File: config.mk
export PLATFORM = sky130hd
export DESIGN_NAME = stable_pivot_partition_top
export DESIGN_NICKNAME = d
export VERILOG_FILES = /design/src/rtl/core/spp_pkg.sv /design/src/rtl/core/stable_pivot_partition_top.sv
export SDC_FILE = /design/constraint.sdc
export NUM_CORES = 2
export LEC_CHECK = 0
export ABC_CLOCK_PERIOD_IN_PS = 6750
export BUFFER_PORTS_ARGS = -buffer_cell sky130_fd_sc_hd__buf_2
export CORE_MARGIN = 2
export CORE_UTILIZATION = 45
export CTS_CLUSTER_SIZE = 40
export DETAILED_ROUTE_END_ITERATION = 8
export SYNTH_ARGS = -nofsm -noshare
export SYNTH_HDL_FRONTEND = slang
export SYNTH_SLANG_ARGS = --single-unit
File: constraint.sdc
create_clock -name clock -period 6.75 [get_ports clock]
set_input_delay 0.3375 -clock clock [delete_from_list [all_inputs] [get_ports clock]]
set_output_delay 0.3375 -clock clock [all_outputs]
set_load 0.05 [all_outputs]
File: src/rtl/core/spp_pkg.sv
// Shared constants and types for the stable pivot partition block.
package spp_pkg;

   // Buffer for values at or above the pivot (1 .. 64 entries)
   localparam int BUFFER_DEPTH = 64;
   // Cap on results from a low final item onward: that item plus drained values
   localparam int MAX_RESULTS  = 64;

   localparam int DATA_W = 32;
   // Fill count holds 0 .. BUFFER_DEPTH
   localparam int CNT_W  = $clog2(BUFFER_DEPTH + 1);
   // Buffer address
   localparam int ADDR_W = (BUFFER_DEPTH > 1) ? $clog2(BUFFER_DEPTH) : 1;

   // Sequencer states
   typedef enum logic [1:0] {
      ST_IDLE,
      ST_FL_READ,
      ST_FL_LOAD
   } state_type;

endpackage

File: src/rtl/core/stable_pivot_partition_top.sv
// Stable partition of a list of signed values around a configured pivot.
//
// Input channel (req_*): one list element per item, req_final_item marks the
// last element. Result channel (rsp_*): elements in partitioned order, with
// rsp_end_of_list on the last one and a sticky rsp_overflowed flag.
// csr_wr_en / csr_wr_data write the signed pivot; write it only while idle.
// Values below the pivot come out in the cycle after they are taken, in order.
// Values at or above the pivot are stored in a 64-entry buffer memory and
// come out after the final item, in arrival order. A non-final item is taken
// whenever the output register is free. After the final item the block stalls
// its input and drains the buffer, each stored value by a read of the single
// memory port, then a load into the output register. When the buffer is full,
// further high values are dropped and the list reports overflow.
// A stalled result is held in the output register; while it waits, new
// items are not taken and the drain pauses.
// Reset (synchronous, active high) empties the buffer, clears the overflow
// flag, drops any pending result and sets the pivot to zero.
module stable_pivot_partition_top (
   input  logic                clock,
   input  logic                reset,
   // configuration
   input  logic                csr_wr_en,
   input  logic signed [31:0]  csr_wr_data,
   // input channel
   input  logic                req_valid,
   output logic                req_stall,
   input  logic signed [31:0]  req_value,
   input  logic                req_final_item,
   // result channel
   output logic                rsp_valid,
   input  logic                rsp_stall,
   output logic signed [31:0]  rsp_out_value,
   output logic                rsp_end_of_list,
   output logic                rsp_overflowed
);

   localparam int CNT_W  = spp_pkg::CNT_W;
   localparam int ADDR_W = spp_pkg::ADDR_W;
   localparam int DATA_W = spp_pkg::DATA_W;

   // state registers
   spp_pkg::state_type state_ff, state_in;
   logic [CNT_W-1:0]   count_ff, count_in;
   logic               ovf_ff, ovf_in;
   logic [ADDR_W-1:0]  idx_ff, idx_in;
   logic signed [DATA_W-1:0] pivot_ff;

   // output register
   logic               rsp_valid_ff, rsp_valid_in;
   logic signed [DATA_W-1:0] out_value_ff, out_value_in;
   logic               out_eol_ff, out_eol_in;
   logic               out_ovf_ff, out_ovf_in;
   logic               out_load;

   // buffer memory
   logic [DATA_W-1:0]  buf_mem [spp_pkg::BUFFER_DEPTH];
   logic [DATA_W-1:0]  rd_data_ff;
   logic               mem_we;
   logic               rd_en;

   logic               out_free;
   logic               is_low;
   logic               buf_full;
   logic               res_full;
   logic [CNT_W-1:0]   cnt_eff;
   logic               flush_last;

   assign out_free   = !rsp_valid_ff || !rsp_stall;
   assign is_low     = req_value < pivot_ff;
   assign buf_full   = int'(count_ff) >= spp_pkg::BUFFER_DEPTH;
   assign res_full   = int'(count_ff) >= spp_pkg::MAX_RESULTS;
   assign cnt_eff    = res_full ? CNT_W'(spp_pkg::MAX_RESULTS - 1) : count_ff;
   assign flush_last = (CNT_W'(idx_ff) + CNT_W'(1)) == count_ff;

   // pivot register
   always_ff @(posedge clock) begin
      if (reset) begin
         pivot_ff <= '0;
      end else if (csr_wr_en) begin
         pivot_ff <= csr_wr_data;
      end
   end

   // next state, buffer access and output loading
   always_comb begin
      state_in     = state_ff;
      count_in     = count_ff;
      ovf_in       = ovf_ff;
      idx_in       = idx_ff;
      rsp_valid_in = rsp_valid_ff && rsp_stall;
      out_load     = 1'b0;
      out_value_in = out_value_ff;
      out_eol_in   = out_eol_ff;
      out_ovf_in   = out_ovf_ff;
      mem_we       = 1'b0;
      rd_en        = 1'b0;
      req_stall    = 1'b1;

      case (state_ff)
         spp_pkg::ST_IDLE: begin
            req_stall = !out_free;
            if (req_valid && out_free) begin
               if (!req_final_item) begin
                  if (is_low) begin
                     out_load     = 1'b1;
                     out_value_in = req_value;
                     out_eol_in   = 1'b0;
                     out_ovf_in   = ovf_ff;
                  end else if (!buf_full) begin
                     mem_we   = 1'b1;
                     count_in = count_ff + CNT_W'(1);
                  end else begin
                     ovf_in = 1'b1;
                  end
               end else if (is_low) begin
                  // low final item goes first; newest stored value may drop
                  out_load     = 1'b1;
                  out_value_in = req_value;
                  out_eol_in   = (cnt_eff == '0);
                  out_ovf_in   = ovf_ff || res_full;
                  if (cnt_eff == '0) begin
                     count_in = '0;
                     ovf_in   = 1'b0;
                  end else begin
                     count_in = cnt_eff;
                     ovf_in   = ovf_ff || res_full;
                     idx_in   = '0;
                     state_in = spp_pkg::ST_FL_READ;
                  end
               end else begin
                  // high final item is stored if there is room, then the buffer drains
                  if (!buf_full) begin
                     mem_we   = 1'b1;
                     count_in = count_ff + CNT_W'(1);
                  end else begin
                     ovf_in = 1'b1;
                  end
                  idx_in   = '0;
                  state_in = spp_pkg::ST_FL_READ;
               end
            end
         end
         spp_pkg::ST_FL_READ: begin
            rd_en    = 1'b1;
            state_in = spp_pkg::ST_FL_LOAD;
         end
         spp_pkg::ST_FL_LOAD: begin
            if (out_free) begin
               out_load     = 1'b1;
               out_value_in = rd_data_ff;
               out_eol_in   = flush_last;
               out_ovf_in   = ovf_ff;
               if (flush_last) begin
                  count_in = '0;
                  ovf_in   = 1'b0;
                  state_in = spp_pkg::ST_IDLE;
               end else begin
                  idx_in   = idx_ff + ADDR_W'(1);
                  state_in = spp_pkg::ST_FL_READ;
               end
            end
         end
         default: begin
            state_in = spp_pkg::ST_IDLE;
         end
      endcase

      if (out_load) begin
         rsp_valid_in = 1'b1;
      end
   end

   // control registers
   always_ff @(posedge clock) begin
      if (reset) begin
         state_ff     <= spp_pkg::ST_IDLE;
         count_ff     <= '0;
         ovf_ff       <= 1'b0;
         idx_ff       <= '0;
         rsp_valid_ff <= 1'b0;
      end else begin
         state_ff     <= state_in;
         count_ff     <= count_in;
         ovf_ff       <= ovf_in;
         idx_ff       <= idx_in;
         rsp_valid_ff <= rsp_valid_in;
      end
   end

   // output payload
   always_ff @(posedge clock) begin
      out_value_ff <= out_value_in;
      out_eol_ff   <= out_eol_in;
      out_ovf_ff   <= out_ovf_in;
   end

   // buffer memory: write while filling, registered read while draining
   always_ff @(posedge clock) begin
      if (mem_we) begin
         buf_mem[count_ff[ADDR_W-1:0]] <= req_value;
      end
      if (rd_en) begin
         rd_data_ff <= buf_mem[idx_ff];
      end
   end

   assign rsp_valid       = rsp_valid_ff;
   assign rsp_out_value   = out_value_ff;
   assign rsp_end_of_list = out_eol_ff;
   assign rsp_overflowed  = out_ovf_ff;

endmodule

==> flow_summary.yaml <==
worst_setup_path:
  crit_family: "simple AND/OR/NAND/NOR gates"
  path_class: "reg2reg"
  setup.worst_path.end_class: "flip-flop"
  path_buf_inv: 2
  crit_top_cell: "nand4_1"
  crit_chain: "inv_1 > ha_1 > nand4_1 > nor4_1 > nand4_1 > a41o_1 > and3_1 > nor2_8 > nand4_1 > nor2_4 > buf_4"
  crit_slowest_cell: "nor2_4"
  crit_required_ps: 7210
  crit_path_start_kind: "flip-flop"
  crit_arrival_ps: 5580
  critical-path-max-stage-delay_ps: 900
  worstPathMaxFanout: 19
route:
  ant_nets: 0
  wl_um: 213000
  wl_per_cell_um: 32.8
  drc: 0
  vias_per_cell: 5.99
  dr.pass1.iters: 5
  vias: 38964
  dr.first_iter.drc_count: 5001
floorplanning:
  initial_core_util_pct: 45.4
  core_um2: 183000
  dieArea_um2: 188000
  die_width_um: 434
  pin_count: 106
  die_y_um: 434
  rows: 157
power:
  p_leak_nw: 28.7
  vdd_drop_max_uv: 266
  p_per_area_nw_per_um2: 293
timing:
  grt_setup_unrepaired: "no"
  timing.final.hold_violations: 0
  tightest_slew_ps: 1210
  finalMaxSlewViolations: 0
  clock_skew_ps: 53.6
  fin_crit_sh_pct: 75.9
  setup_tns_ps: 0
  relSlewSlack_pct: 19.2
  max_clock_freq_ghz: 0.195
  setup-violations-final: 0
  fin_crit_ps: 5120
logic_synthesis:
  synth_flop_cell: "edfxtp_1"
  synth_commonest_cells: "edfxtp_1, mux4_2, nand2_1"
  synth_nets: 3654
  synth_area_leaders: "edfxtp_1, mux4_2, dfxtp_1"
  ys_types: 55
  seq_area_frac_synth_pct: 77.4
  netlist.area_leader.share_pct: 76.3
  synth_area_um2: 83200
  avgSynthCellArea_um2: 23.5
  ys.warnings.count: 0
  synth_edf_count: 2114
  yosys.area.top_type: "edfxtp_1"
  yosysMostFrequentCell: "edfxtp_1"
  synthCells: 3549
  synth_async_sr_flop_share_pct: 0
  yosys_register_bits: 2163
clock_network:
  tritoncts: "built"
  clockBufferDepth: 3
  clock_sinks: 2163
  cts.clk_slew.worst_paths_ps: 60
  clk_latency_ps: 850
  htreeDepth: 4
  cts-resized-gates: 0
  cts_made_buffers: 213
  cts-root-buf: "clkbuf_16"
cells_and_area:
  fin_util_pct: 51.9
  layout.nets: 3964
  drive_above_1_share_pct: 32.1
  nFillCells: 14155
  seq_area_um2: 64500
  area_delta_synth_final_pct: 14.3
  design_area_um2: 95200
  multi_input_area_um2: 18400
global_routing:
  first_global_vias: 38613
  grt_max_degree: 106
  grt-ovfl-total: 0
  antenna_found_initial: 23
  grt_pass1_wl_um: 302000
  groute.usage.overall_pct: 22.9
placement:
  postPlaceCellArea_um2: 87700
  portBuffers: 105
  routabilityCongestion: 0.840
  dp_hpwl_um: 132000
job:
  drv_cap: 0
min_path:
  min_path_type: "in2reg"
run_status:
  status: "completed"
-- state kept, by name, indices dropped and copies added, names as in the netlist, 2 cells and up --
register       flops
count_ff           7
idx_ff             6
state_ff           2
buf_mem         2048
rsp_out_value     32
rd_data_ff        32
pivot_ff          32
-- worst paths after layout --
check	from	to	slack (ps)	cells after the start
worst max-delay path	pivot_ff[31]$_SDFFE_PP0P_	buf_mem[41][20]$_DFFE_PP_	1630	11
worst min-delay path	req_value[26]	buf_mem[3][26]$_DFFE_PP_	70	2
worst max register to register	pivot_ff[31]$_SDFFE_PP0P_	buf_mem[41][20]$_DFFE_PP_	1630	11
worst min register to register	pivot_ff[17]$_SDFFE_PP0P_	pivot_ff[17]$_SDFFE_PP0P_	490	2
-- placed cells by master (no fill, tap or decap), types with 18 or more instances in the layout --
cell type and count:
nor2_1 51, o21ai_0 24, nand3_1 18, ha_1 35, edfxtp_1 2114, buf_2 105
dlygate4sd3_1 46, clkbuf_16 214, buf_4 118, clkinv_2 40, dfxtp_1 43, nand2_1 144
clkinv_1 41, inv_1 36, mux4_2 659, nor2_4 64, a21oi_1 19, mux2i_1 45
bufinv_16 21, clkbuf_1 41
-- report_power, final --
part / internal (mW) / switching, mW / total, mW
registers: 14.8 / 0.0393 / 14.9
clock network: 6.71 / 5.15 / 11.9
logic: 0.359 / 0.813 / 1.17
total: 21.9 / 6.00 / 27.9
-- area by class of cell --
| cell class | count | area share (%) |
|---|---|---|
| Sequential cell | 2163 | 67.8 |
| Multi-Input combinational cell | 1165 | 19.3 |
| Timing Repair Buffer | 280 | 2.20 |
| Clock inverter | 134 | 1.51 |
| Tap cell | 2464 | 3.24 |
| Clock buffer | 259 | 5.85 |
| Antenna cell | 2 | 0.00526 |
| Inverter | 36 | 0.142 |
-- routing by layer --
layer	global-route usage (%)	wire [um]
met5	0	27
met4	6.48	5760
met3	4.39	16600
met2	35.8	103000
met1	33.2	88600
-- stage by stage --
stage	worst slack (ps)	instances	power, mW	hold WS, ps
6_report	1630	6503	27.9	70.7
4_1_cts	1550	6501	28.1	9.33
2_1_floorplan	1810	3549	15.7	436
3_3_place_gp	1450	6062	16.3	475
5_1_grt	1410	6501	28.7	40.7
3_5_place_dp	1390	6062	16.3	482
-- cells by family (layout without fill, tap and decap cells) --
group,Yosys count,after routing,synth area share (%)
AOI/OAI and AO/OA,77,77,0.580
muxes,719,719,18.6
xor gates and xnor gates,8,8,0.0842
adders and majority gates,35,35,0.526
and+or+nand+nor,326,326,1.71
buffers and inverters,221,709,1.08
DFF,2163,2163,77.4
other,0,2,0
-- repair_timing --
action | CTS | global route
hold endpoints to repair | 119 | 0
setup buffers | 0 | 0
hold buffers | 46 | 0
Note: power is estimated with default switching activity, not from simulation.
